===== config.mk =====
export PLATFORM = sky130hd
export DESIGN_NAME = ethernet_ipv4_rx_classifier_core_flat
export DESIGN_NICKNAME = d
export VERILOG_FILES = /design/src/eipv4rx_pkg.sv /design/src/eipv4rx_byte_if.sv /design/src/eipv4rx_class_if.sv /design/src/eipv4rx_capture.sv /design/src/eipv4rx_classify.sv /design/src/ethernet_ipv4_rx_classifier_core.sv /design/src/flat_wrapper.sv
export SDC_FILE = /design/constraint.sdc
export NUM_CORES = 1
export LEC_CHECK = 0
export BUFFER_PORTS_ARGS = -buffer_cell sky130_fd_sc_hd__buf_2
export CAP_MARGIN = 20
export CORE_ASPECT_RATIO = 0.8
export CORE_MARGIN = 8
export CORE_UTILIZATION = 35
export CTS_BUF_LIST = sky130_fd_sc_hd__clkbuf_4 sky130_fd_sc_hd__clkbuf_8 sky130_fd_sc_hd__clkbuf_16
export CTS_CLUSTER_DIAMETER = 50
export CTS_CLUSTER_SIZE = 10
export DETAILED_ROUTE_END_ITERATION = 10
export HOLD_SLACK_MARGIN = 0.06
export SKIP_LAST_GASP = 1
export SYNTH_ARGS = -nofsm -noshare
export SYNTH_HDL_FRONTEND = slang
export SYNTH_SLANG_ARGS = --single-unit

===== constraint.sdc =====
create_clock -name clk -period 8.1 [get_ports clk]
set_input_delay 0 -clock clk [delete_from_list [all_inputs] [get_ports clk]]
set_output_delay 0 -clock clk [all_outputs]
set_load 0.005 [all_outputs]

===== src/eipv4rx_pkg.sv =====
// ----------------------------------------------------------------------------
// eipv4rx_pkg
// Shared types, constants and field helpers for the Ethernet/IPv4 receive
// header classifier.
// ----------------------------------------------------------------------------
package eipv4rx_pkg;

	localparam int DEFAULT_MAX_FRAME_BYTES = 2048;

	// width of byte positions and length sums (covers 14 + 65535 and 74 + 65535)
	localparam int CMP_W = 17;
	typedef logic [CMP_W-1:0] pos_t;

	localparam logic [15:0] ETH_TYPE_ARP  = 16'h0806;
	localparam logic [15:0] ETH_TYPE_IPV4 = 16'h0800;

	localparam logic [7:0] PROTO_ICMP = 8'd1;
	localparam logic [7:0] PROTO_TCP  = 8'd6;
	localparam logic [7:0] PROTO_UDP  = 8'd17;

	localparam pos_t POS_ETYPE      = pos_t'(12);
	localparam pos_t POS_IHL        = pos_t'(14);
	localparam pos_t POS_TLEN       = pos_t'(16);
	localparam pos_t POS_PROTO      = pos_t'(23);
	localparam pos_t POS_SRC_ADDR   = pos_t'(26);
	localparam pos_t POS_DST_ADDR   = pos_t'(30);
	localparam pos_t ETH_HDR_LEN    = pos_t'(14);
	localparam pos_t IPV4_MIN_FRAME = pos_t'(34);
	localparam pos_t IPV4_MIN_IHL   = pos_t'(20);
	localparam pos_t UDP_HDR_LEN    = pos_t'(8);
	localparam pos_t UDP_DST_PORT   = pos_t'(2);
	localparam pos_t UDP_LEN_FIELD  = pos_t'(4);
	localparam pos_t FRAME_LEN_OUT_MAX = pos_t'(2047);

	typedef enum logic [2:0] {
		CLS_SHORT    = 3'd0,
		CLS_ARP      = 3'd1,
		CLS_ICMP_OK  = 3'd2,
		CLS_ICMP_BAD = 3'd3,
		CLS_TCP      = 3'd4,
		CLS_UDP_OK   = 3'd5,
		CLS_UDP_BAD  = 3'd6,
		CLS_OTHER    = 3'd7
	} class_t;

	typedef struct packed {
		logic [15:0] ether_kind;
		logic [3:0]  header_words;
		logic [15:0] ip_total_length;
		logic [7:0]  ip_protocol;
		logic [31:0] src_addr;
		logic [31:0] dst_addr;
		logic [15:0] udp_sport;
		logic [15:0] udp_dport;
		logic [15:0] udp_length;
	} hdr_t;

	typedef struct packed {
		class_t      frame_class;
		logic [10:0] frame_length;
		logic [31:0] source_address;
		logic [31:0] dest_address;
		logic [15:0] source_port;
		logic [15:0] dest_port;
		logic [10:0] payload_offset;
		logic [15:0] payload_length;
	} result_t;

	function automatic logic [15:0] put16(logic [15:0] r, pos_t pos, pos_t base,
			logic [7:0] b);
		logic [15:0] v;
		v = r;
		if (pos == base) begin
			v[15:8] = b;
		end else if (pos == base + pos_t'(1)) begin
			v[7:0] = b;
		end
		return v;
	endfunction

	function automatic logic [31:0] put32(logic [31:0] r, pos_t pos, pos_t base,
			logic [7:0] b);
		logic [31:0] v;
		v = r;
		if (pos == base) begin
			v[31:24] = b;
		end else if (pos == base + pos_t'(1)) begin
			v[23:16] = b;
		end else if (pos == base + pos_t'(2)) begin
			v[15:8] = b;
		end else if (pos == base + pos_t'(3)) begin
			v[7:0] = b;
		end
		return v;
	endfunction

endpackage


===== src/eipv4rx_byte_if.sv =====
// ----------------------------------------------------------------------------
// eipv4rx_byte_if
// Receive byte channel: one frame byte per request, with a last-byte mark.
// ----------------------------------------------------------------------------
interface eipv4rx_byte_if;
	logic       valid;
	logic       ready;
	logic [7:0] frame_byte;
	logic       last_byte;

	modport source(output valid, output frame_byte, output last_byte, input ready);
	modport sink(input valid, input frame_byte, input last_byte, output ready);
endinterface


===== src/eipv4rx_class_if.sv =====
// ----------------------------------------------------------------------------
// eipv4rx_class_if
// Classification channel: one request per received frame.
// ----------------------------------------------------------------------------
interface eipv4rx_class_if;
	logic        valid;
	logic        ready;
	logic [2:0]  frame_class;
	logic [10:0] frame_length;
	logic [31:0] source_address;
	logic [31:0] dest_address;
	logic [15:0] source_port;
	logic [15:0] dest_port;
	logic [10:0] payload_offset;
	logic [15:0] payload_length;

	modport source(output valid, output frame_class, output frame_length,
		output source_address, output dest_address, output source_port,
		output dest_port, output payload_offset, output payload_length, input ready);
	modport sink(input valid, input frame_class, input frame_length,
		input source_address, input dest_address, input source_port,
		input dest_port, input payload_offset, input payload_length, output ready);
endinterface


===== src/eipv4rx_capture.sv =====
// ----------------------------------------------------------------------------
// eipv4rx_capture
// Input register, byte counter and header field capture. At the last byte the
// completed fields are handed to a snapshot register and the state clears.
// ----------------------------------------------------------------------------
module eipv4rx_capture
	import eipv4rx_pkg::*;
#(
	parameter int MAX_FRAME_BYTES = DEFAULT_MAX_FRAME_BYTES,
	localparam int CW = $clog2(MAX_FRAME_BYTES + 1)
) (
	input  logic                 clk,
	input  logic                 arst_n,
	eipv4rx_byte_if.sink         rx,
	input  logic                 down_ready,
	output logic                 valid_s2,
	output hdr_t                 hdr_s2,
	output logic [CW-1:0]        len_s2
);

	logic          valid_s1;
	logic [7:0]    byte_s1;
	logic          last_s1;
	logic [CW-1:0] count_q;
	logic [CW-1:0] count_n;
	hdr_t          hdr_q;
	hdr_t          hdr_n;
	pos_t          pos;
	pos_t          udp_off;
	logic          cnt_ok;
	logic          s2_free;
	logic          take;

	assign s2_free  = !valid_s2 || down_ready;
	assign take     = valid_s1 && (!last_s1 || s2_free);
	assign rx.ready = !valid_s1 || take;

	assign pos    = CMP_W'(count_q);
	assign cnt_ok = count_q < CW'(MAX_FRAME_BYTES);

	always_comb begin
		hdr_n   = hdr_q;
		udp_off = ETH_HDR_LEN + pos_t'({hdr_q.header_words, 2'b00});
		count_n = count_q;
		if (cnt_ok) begin
			hdr_n.ether_kind = put16(hdr_q.ether_kind, pos, POS_ETYPE, byte_s1);
			if (pos == POS_IHL) begin
				hdr_n.header_words = byte_s1[3:0];
			end
			hdr_n.ip_total_length = put16(hdr_q.ip_total_length, pos, POS_TLEN, byte_s1);
			if (pos == POS_PROTO) begin
				hdr_n.ip_protocol = byte_s1;
			end
			hdr_n.src_addr = put32(hdr_q.src_addr, pos, POS_SRC_ADDR, byte_s1);
			hdr_n.dst_addr = put32(hdr_q.dst_addr, pos, POS_DST_ADDR, byte_s1);
			udp_off = ETH_HDR_LEN + pos_t'({hdr_n.header_words, 2'b00});
			hdr_n.udp_sport = put16(hdr_q.udp_sport, pos, udp_off, byte_s1);
			hdr_n.udp_dport = put16(hdr_q.udp_dport, pos, udp_off + UDP_DST_PORT, byte_s1);
			hdr_n.udp_length = put16(hdr_q.udp_length, pos, udp_off + UDP_LEN_FIELD,
				byte_s1);
			count_n = count_q + CW'(1);
		end
	end

	always_ff @(posedge clk or negedge arst_n) begin
		if (!arst_n) begin
			valid_s1 <= 1'b0;
		end else if (rx.ready) begin
			valid_s1 <= rx.valid;
		end
	end

	always_ff @(posedge clk) begin
		if (rx.valid && rx.ready) begin
			byte_s1 <= rx.frame_byte;
			last_s1 <= rx.last_byte;
		end
	end

	always_ff @(posedge clk or negedge arst_n) begin
		if (!arst_n) begin
			count_q  <= '0;
			hdr_q    <= '0;
			valid_s2 <= 1'b0;
		end else begin
			if (take) begin
				if (last_s1) begin
					count_q <= '0;
					hdr_q   <= '0;
				end else begin
					count_q <= count_n;
					hdr_q   <= hdr_n;
				end
			end
			if (take && last_s1) begin
				valid_s2 <= 1'b1;
			end else if (down_ready) begin
				valid_s2 <= 1'b0;
			end
		end
	end

	always_ff @(posedge clk) begin
		if (take && last_s1) begin
			hdr_s2 <= hdr_n;
			len_s2 <= count_n;
		end
	end

	a_count_bound: assert property (@(posedge clk) disable iff (!arst_n)
		count_q <= CW'(MAX_FRAME_BYTES))
		else $error("byte count beyond frame store size");

	a_clear_on_last: assert property (@(posedge clk) disable iff (!arst_n)
		(take && last_s1) |=> (count_q == '0 && valid_s2))
		else $error("state not cleared or snapshot not loaded after last byte");

	a_snapshot_hold: assert property (@(posedge clk) disable iff (!arst_n)
		(valid_s2 && !down_ready) |=> (valid_s2 && $stable(len_s2) && $stable(hdr_s2)))
		else $error("pending snapshot lost while downstream stalled");

endmodule


===== src/eipv4rx_classify.sv =====
// ----------------------------------------------------------------------------
// eipv4rx_classify
// Frame classification and length checks on the captured header snapshot,
// with the result register that drives the classification channel.
// ----------------------------------------------------------------------------
module eipv4rx_classify
	import eipv4rx_pkg::*;
#(
	parameter int MAX_FRAME_BYTES = DEFAULT_MAX_FRAME_BYTES,
	localparam int CW = $clog2(MAX_FRAME_BYTES + 1)
) (
	input  logic            clk,
	input  logic            arst_n,
	input  logic            valid_s2,
	input  hdr_t            hdr_s2,
	input  logic [CW-1:0]   len_s2,
	output logic            up_ready,
	eipv4rx_class_if.source result
);

	result_t res_n;
	result_t res_q;
	logic    valid_q;
	pos_t    len_w;
	pos_t    ihl;
	pos_t    tl;
	pos_t    ul;
	pos_t    udp_off;
	logic    ip_ok;
	logic    udp_ok;

	assign up_ready = !valid_q || result.ready;

	assign len_w   = CMP_W'(len_s2);
	assign ihl     = pos_t'({hdr_s2.header_words, 2'b00});
	assign tl      = pos_t'(hdr_s2.ip_total_length);
	assign ul      = pos_t'(hdr_s2.udp_length);
	assign udp_off = ETH_HDR_LEN + ihl;
	assign ip_ok   = (ihl >= IPV4_MIN_IHL) && (tl >= ihl + UDP_HDR_LEN)
		&& (ETH_HDR_LEN + tl <= len_w);
	assign udp_ok  = ip_ok && (ul >= UDP_HDR_LEN) && (udp_off + ul <= len_w);

	always_comb begin
		res_n = '0;
		res_n.frame_length = (len_w > FRAME_LEN_OUT_MAX) ? 11'(FRAME_LEN_OUT_MAX)
			: 11'(len_w);
		priority if (len_w < ETH_HDR_LEN) begin
			res_n.frame_class = CLS_SHORT;
		end else if (hdr_s2.ether_kind == ETH_TYPE_ARP) begin
			res_n.frame_class = CLS_ARP;
		end else if (hdr_s2.ether_kind == ETH_TYPE_IPV4 && len_w >= IPV4_MIN_FRAME) begin
			priority if (hdr_s2.ip_protocol == PROTO_ICMP) begin
				res_n.frame_class = ip_ok ? CLS_ICMP_OK : CLS_ICMP_BAD;
				if (ip_ok) begin
					res_n.payload_offset = 11'(ETH_HDR_LEN);
					res_n.payload_length = hdr_s2.ip_total_length;
				end
			end else if (hdr_s2.ip_protocol == PROTO_TCP) begin
				res_n.frame_class = CLS_TCP;
			end else if (hdr_s2.ip_protocol == PROTO_UDP) begin
				res_n.frame_class = udp_ok ? CLS_UDP_OK : CLS_UDP_BAD;
				if (udp_ok) begin
					res_n.source_port    = hdr_s2.udp_sport;
					res_n.dest_port      = hdr_s2.udp_dport;
					res_n.payload_offset = 11'(udp_off + UDP_HDR_LEN);
					res_n.payload_length = 16'(ul - UDP_HDR_LEN);
				end
			end else begin
				res_n.frame_class = CLS_OTHER;
			end
			if (res_n.frame_class != CLS_OTHER) begin
				res_n.source_address = hdr_s2.src_addr;
				res_n.dest_address   = hdr_s2.dst_addr;
			end
		end else begin
			res_n.frame_class = CLS_OTHER;
		end
	end

	always_ff @(posedge clk or negedge arst_n) begin
		if (!arst_n) begin
			valid_q <= 1'b0;
		end else if (up_ready) begin
			valid_q <= valid_s2;
		end
	end

	always_ff @(posedge clk) begin
		if (valid_s2 && up_ready) begin
			res_q <= res_n;
		end
	end

	assign result.valid          = valid_q;
	assign result.frame_class    = res_q.frame_class;
	assign result.frame_length   = res_q.frame_length;
	assign result.source_address = res_q.source_address;
	assign result.dest_address   = res_q.dest_address;
	assign result.source_port    = res_q.source_port;
	assign result.dest_port      = res_q.dest_port;
	assign result.payload_offset = res_q.payload_offset;
	assign result.payload_length = res_q.payload_length;

	a_short_len: assert property (@(posedge clk) disable iff (!arst_n)
		(valid_q && res_q.frame_class == CLS_SHORT) |-> (res_q.frame_length < 11'(ETH_HDR_LEN)))
		else $error("short class on a frame of header length or more");

	a_udp_offset: assert property (@(posedge clk) disable iff (!arst_n)
		(valid_q && res_q.frame_class == CLS_UDP_OK)
		|-> (res_q.payload_offset >= 11'(ETH_HDR_LEN + IPV4_MIN_IHL + UDP_HDR_LEN)))
		else $error("udp payload offset inside the headers");

	a_result_hold: assert property (@(posedge clk) disable iff (!arst_n)
		(valid_q && !result.ready) |=> (valid_q && $stable(res_q)))
		else $error("result changed while the receiver stalled");

endmodule


===== src/ethernet_ipv4_rx_classifier_core.sv =====
// ----------------------------------------------------------------------------
// ethernet_ipv4_rx_classifier_core
// Ethernet/IPv4 receive header classifier.
//
// rx carries one frame byte per request, in wire order, last_byte set on the
// final byte. For each frame one request leaves on result: the frame class,
// its byte count (saturating at MAX_FRAME_BYTES, shown up to 2047), the IPv4
// addresses, the UDP ports and the payload offset and length.
// Throughput is one byte per cycle while the last byte of a frame is not held
// back by a stall; the counter and field capture take one byte each cycle. The
// last byte moves: input register, header snapshot, classification register.
// Reset clears the byte counter, the fields being captured and every valid flag;
// the first byte after reset starts a new frame.
// When result stalls, the classified frame holds in the result register and
// the next frame's header snapshot in its own stage; bytes of a following
// frame keep streaming in and only its last byte waits until a stage frees.
// ----------------------------------------------------------------------------
module ethernet_ipv4_rx_classifier_core
	import eipv4rx_pkg::*;
#(
	parameter int MAX_FRAME_BYTES = DEFAULT_MAX_FRAME_BYTES
) (
	input  logic            clk,
	input  logic            arst_n,
	eipv4rx_byte_if.sink    rx,
	eipv4rx_class_if.source result
);

	localparam int CW = $clog2(MAX_FRAME_BYTES + 1);

	logic          valid_s2;
	hdr_t          hdr_s2;
	logic [CW-1:0] len_s2;
	logic          cls_ready;

	eipv4rx_capture #(
		.MAX_FRAME_BYTES(MAX_FRAME_BYTES)
	) u_capture (
		.clk       (clk),
		.arst_n    (arst_n),
		.rx        (rx),
		.down_ready(cls_ready),
		.valid_s2  (valid_s2),
		.hdr_s2    (hdr_s2),
		.len_s2    (len_s2)
	);

	eipv4rx_classify #(
		.MAX_FRAME_BYTES(MAX_FRAME_BYTES)
	) u_classify (
		.clk     (clk),
		.arst_n  (arst_n),
		.valid_s2(valid_s2),
		.hdr_s2  (hdr_s2),
		.len_s2  (len_s2),
		.up_ready(cls_ready),
		.result  (result)
	);

endmodule

===== src/flat_wrapper.sv =====
// flat-port wrapper written by rule: the top's interface ports become plain ports
module ethernet_ipv4_rx_classifier_core_flat import eipv4rx_pkg::*;
#(
	parameter int MAX_FRAME_BYTES = DEFAULT_MAX_FRAME_BYTES
)
  (clk, arst_n, rx_valid, rx_frame_byte, rx_last_byte, rx_ready, result_valid, result_frame_class, result_frame_length, result_source_address, result_dest_address, result_source_port, result_dest_port, result_payload_offset, result_payload_length, result_ready);
  eipv4rx_byte_if rx_i ();
  eipv4rx_class_if result_i ();
  input  logic clk;
  input  logic arst_n;
  input wire logic [$bits(rx_i.valid)-1:0] rx_valid;
  input wire logic [$bits(rx_i.frame_byte)-1:0] rx_frame_byte;
  input wire logic [$bits(rx_i.last_byte)-1:0] rx_last_byte;
  output wire logic [$bits(rx_i.ready)-1:0] rx_ready;
  output wire logic [$bits(result_i.valid)-1:0] result_valid;
  output wire logic [$bits(result_i.frame_class)-1:0] result_frame_class;
  output wire logic [$bits(result_i.frame_length)-1:0] result_frame_length;
  output wire logic [$bits(result_i.source_address)-1:0] result_source_address;
  output wire logic [$bits(result_i.dest_address)-1:0] result_dest_address;
  output wire logic [$bits(result_i.source_port)-1:0] result_source_port;
  output wire logic [$bits(result_i.dest_port)-1:0] result_dest_port;
  output wire logic [$bits(result_i.payload_offset)-1:0] result_payload_offset;
  output wire logic [$bits(result_i.payload_length)-1:0] result_payload_length;
  input wire logic [$bits(result_i.ready)-1:0] result_ready;
  assign rx_i.valid = rx_valid;
  assign rx_i.frame_byte = rx_frame_byte;
  assign rx_i.last_byte = rx_last_byte;
  assign rx_ready = rx_i.ready;
  assign result_valid = result_i.valid;
  assign result_frame_class = result_i.frame_class;
  assign result_frame_length = result_i.frame_length;
  assign result_source_address = result_i.source_address;
  assign result_dest_address = result_i.dest_address;
  assign result_source_port = result_i.source_port;
  assign result_dest_port = result_i.dest_port;
  assign result_payload_offset = result_i.payload_offset;
  assign result_payload_length = result_i.payload_length;
  assign result_i.ready = result_ready;
  ethernet_ipv4_rx_classifier_core #(.MAX_FRAME_BYTES(MAX_FRAME_BYTES)) u_core (.clk(clk), .arst_n(arst_n), .rx(rx_i), .result(result_i));
endmodule

==> flow_summary.json <==
{
  "place_ws_ns": 2.56,
  "reg2reg_slack_ns": 2.48,
  "root_buffer": "clkbuf_16",
  "synth_most_common_cell": "edfxtp_1",
  "finClkSkew_ns": 0.0239,
  "worstSetupEndpointType": "flop",
  "required_ns": 8.51,
  "worst_slew_margin_rel": 0.290,
  "finalMaxSlewViolations": 0,
  "p_per_area_nw_per_um2": 223,
  "ys_seq_elements": 481,
  "synth_commonest_cells": "310 x edfxtp_1, 171 x dfrtp_1, 158 x mux2_2",
  "place_hpwl_um": 34600,
  "drc": 0,
  "grt_use_total": 0.158,
  "clk_pin_slew_ns": 0.06,
  "die_x_um": 292,
  "ys_seq_area_frac": 0.637,
  "crit_end": "u_core.u_classify.result.payload_length[0]$_SDFFCE_PP0P_",
  "criticalPathCategory": "flop to flop",
  "top_usage_layer": "met2",
  "grt_overflow_total": 0,
  "synthArstFlopShare": 0.356,
  "multi_input_area_sq_um": 7190,
  "viasPerCell": 5.24,
  "ys_warn_count": 0,
  "cts.sinks": 481,
  "area.growth.synth_to_final_pct": 17.5,
  "cts_tree": "built",
  "met3_usage": 0.0325,
  "drt_iter0_markers": 1022,
  "avgRoutedWirePerCell_um": 21.8,
  "clkLatencyLatePin_ns": 0.62,
  "startpoint_type": "flop",
  "worst_pin_slew_ns": 1.06,
  "antenna_left": 0,
  "hold_viol": 0,
  "portBuffers": 147,
  "syn_area_per_cell_sq_um": 13.9,
  "p_leak_nw": 10.2,
  "drive_gt1_frac": 0.268,
  "status": "finished, final reports clean",
  "grt_start_max_net_pins": 85,
  "ys_types": 69,
  "fillers": 5584,
  "antenna_found_initial": 0,
  "rows": 81,
  "numCtsBuffers": 58,
  "hold_class": "primary input to flop",
  "grt_use_met1": 0.228,
  "r2r-end": "u_core.u_classify.result.payload_length[0]$_SDFFCE_PP0P_",
  "diodes": 0,
  "final.min_clock_period_ns": 5.62,
  "synth.cell_area_sq_um": 21300,
  "synthCells": 1530,
  "finalSetupTns_ns": 0,
  "grtUsageMet2": 0.239,
  "dieHeight_um": 237,
  "crit_fanout": 44,
  "synth_top_area_frac": 0.436,
  "grt_pass1_wl_um": 86400,
  "fp.coreArea_sq_um": 60700,
  "post_cts_buffers": 0,
  "synth_edf_count": 310,
  "seq_area_sq_um": 13600,
  "max_freq_mhz": 178,
  "synth_largest_area_cell": "edfxtp_1",
  "routed_wl_um": 55300,
  "synth.area.top_cells": "edfxtp_1 44%, dfrtp_1 20%, mux2_2 8.3%",
  "ctsHoldBuffers": 23,
  "gp_congestion": 0.877,
  "rsz0062_at_grt": "false",
  "worst_slack_ns": 2.48,
  "firstDrtPassIters": 5,
  "cts_resized": 0,
  "crit_arrival_ns": 6.04,
  "synthFlopType": "edfxtp_1",
  "cap_violations": 0,
  "post-route-period-util": 0.694,
  "ir_drop_mv": 0.144,
  "grt_pass1_vias": 14157,
  "crit_start": "u_core.u_capture.hdr_s2[138]$_DFFE_PP_",
  "r2r_start": "u_core.u_capture.hdr_s2[138]$_DFFE_PP_",
  "setup_viol": 0,
  "vias": 13285,
  "initial_core_util": 0.351,
  "reg2reg_depth": 17,
  "ios": 152,
  "ctsHtreeMaxLevel": 2,
  "dieArea_sq_um": 69100,
  "fin_nets": 1759,
  "clockBufferDepth": 3
}
-- where the power goes --
part	total (mW)	leakage, nW	switching (mW)	internal [mW]
combinational	0.330	3.92	0.233	0.0974
clock	2.52	0.956	1.01	1.51
sequential	2.74	5.37	0.0415	2.70
total	5.59	10.2	1.28	4.31
-- placed cells by master, fill, tap and decap left out, types with 22 or more instances in the layout --
cell type	n
a22o_1	134
inv_1	63
nand2_1	63
o21ai_0	31
dfrtp_1	171
o2bb2ai_1	24
clkbuf_16	59
mux2_2	158
buf_2	146
dlygate4sd3_1	22
and2_1	69
edfxtp_1	310
nor3_1	56
nor2_1	38
xnor2_1	30
buf_4	24
clkbuf_4	36
ha_1	47
-- worst max-delay path, cell delays in order, from the launching register on --
cell and delay (ns):
edfxtp_1 0.48, ha_1 0.25, a21oi_1 0.23, xnor2_1 0.17, ha_1 0.39, o21ai_0 0.17, or2_2 0.32, a21oi_1 0.42
nor2_1 0.16, ha_1 0.21, a21oi_1 0.18, o21ai_0 0.12, a2111oi_0 0.40, o211ai_1 0.21, nor3_1 0.23, nand4_1 0.55
buf_4 0.50, o32ai_1 0.37
-- registers in the layout (all words and copies together) (netlist names), 16 cells and up --
register / flops
u_core.u_capture.hdr_q: 156
u_core.u_capture.hdr_s2: 156
u_core.u_classify.result.dest_address: 32
u_core.u_classify.result.source_address: 32
u_core.u_classify.result.dest_port: 16
u_core.u_classify.result.payload_length: 16
u_core.u_classify.result.source_port: 16
-- routing by layer --
layer	vias up	wire length (um)
met5	-	0
met4	0	1230
met3	91	3190
met2	371	24300
met1	6735	26600
li1	6088	-
-- cells by family after synthesis --
logic type,synth area share
AO/OA/AOI/OAI,0.103
XOR/XNOR,0.0205
adder cells (fa/ha/maj),0.0285
buffers and inverters,0.0283
flip-flops,0.637
multiplexers,0.0861
other,0.000176
AND/OR/NAND/NOR,0.0966
-- final cells by class --
cell class	instances	share of cell area
Clock buffer	98	0.0716
Clock inverter	11	0.00354
Inverter	64	0.00958
Multi-Input combinational cell	898	0.287
Sequential cell	481	0.542
Tap cell	788	0.0393
Timing Repair Buffer	195	0.0470
-- worst min path at each step --
stage / start / to / slack [ns] / depth (start not counted)
floorplan: arst_n / u_core.u_capture.count_q[0]$_DFFE_PN0P_ / -0.30 / 0
global placement: arst_n / u_core.u_capture.hdr_q[21]$_DFFE_PN0P_ / -0.006 / 1
detailed placement: arst_n / u_core.u_capture.hdr_q[22]$_DFFE_PN0P_ / -0.002 / 1
CTS: rx_last_byte / u_core.u_capture.last_s1$_DFFE_PP_ / 0.07 / 2
global route: rx_last_byte / u_core.u_capture.last_s1$_DFFE_PP_ / 0.1 / 2
finish: rx_last_byte / u_core.u_capture.last_s1$_DFFE_PP_ / 0.10 / 2
-- through the flow --
step	power [mW]	utilization	std cells	hold slack (ns)	area (sq um)
after floorplan	2.97	-	1534	-0.296	21300
final	5.59	0.413	2535	0.105	25100
after global placement	3.11	0.378	2401	-0.00583	22900
after detailed placement	3.12	0.378	2402	-0.00169	22900
after global routing	5.81	0.413	2535	0.0951	25100
after CTS	5.68	0.413	2534	0.0655	25100
Note: power is estimated with default switching activity, not from simulation.
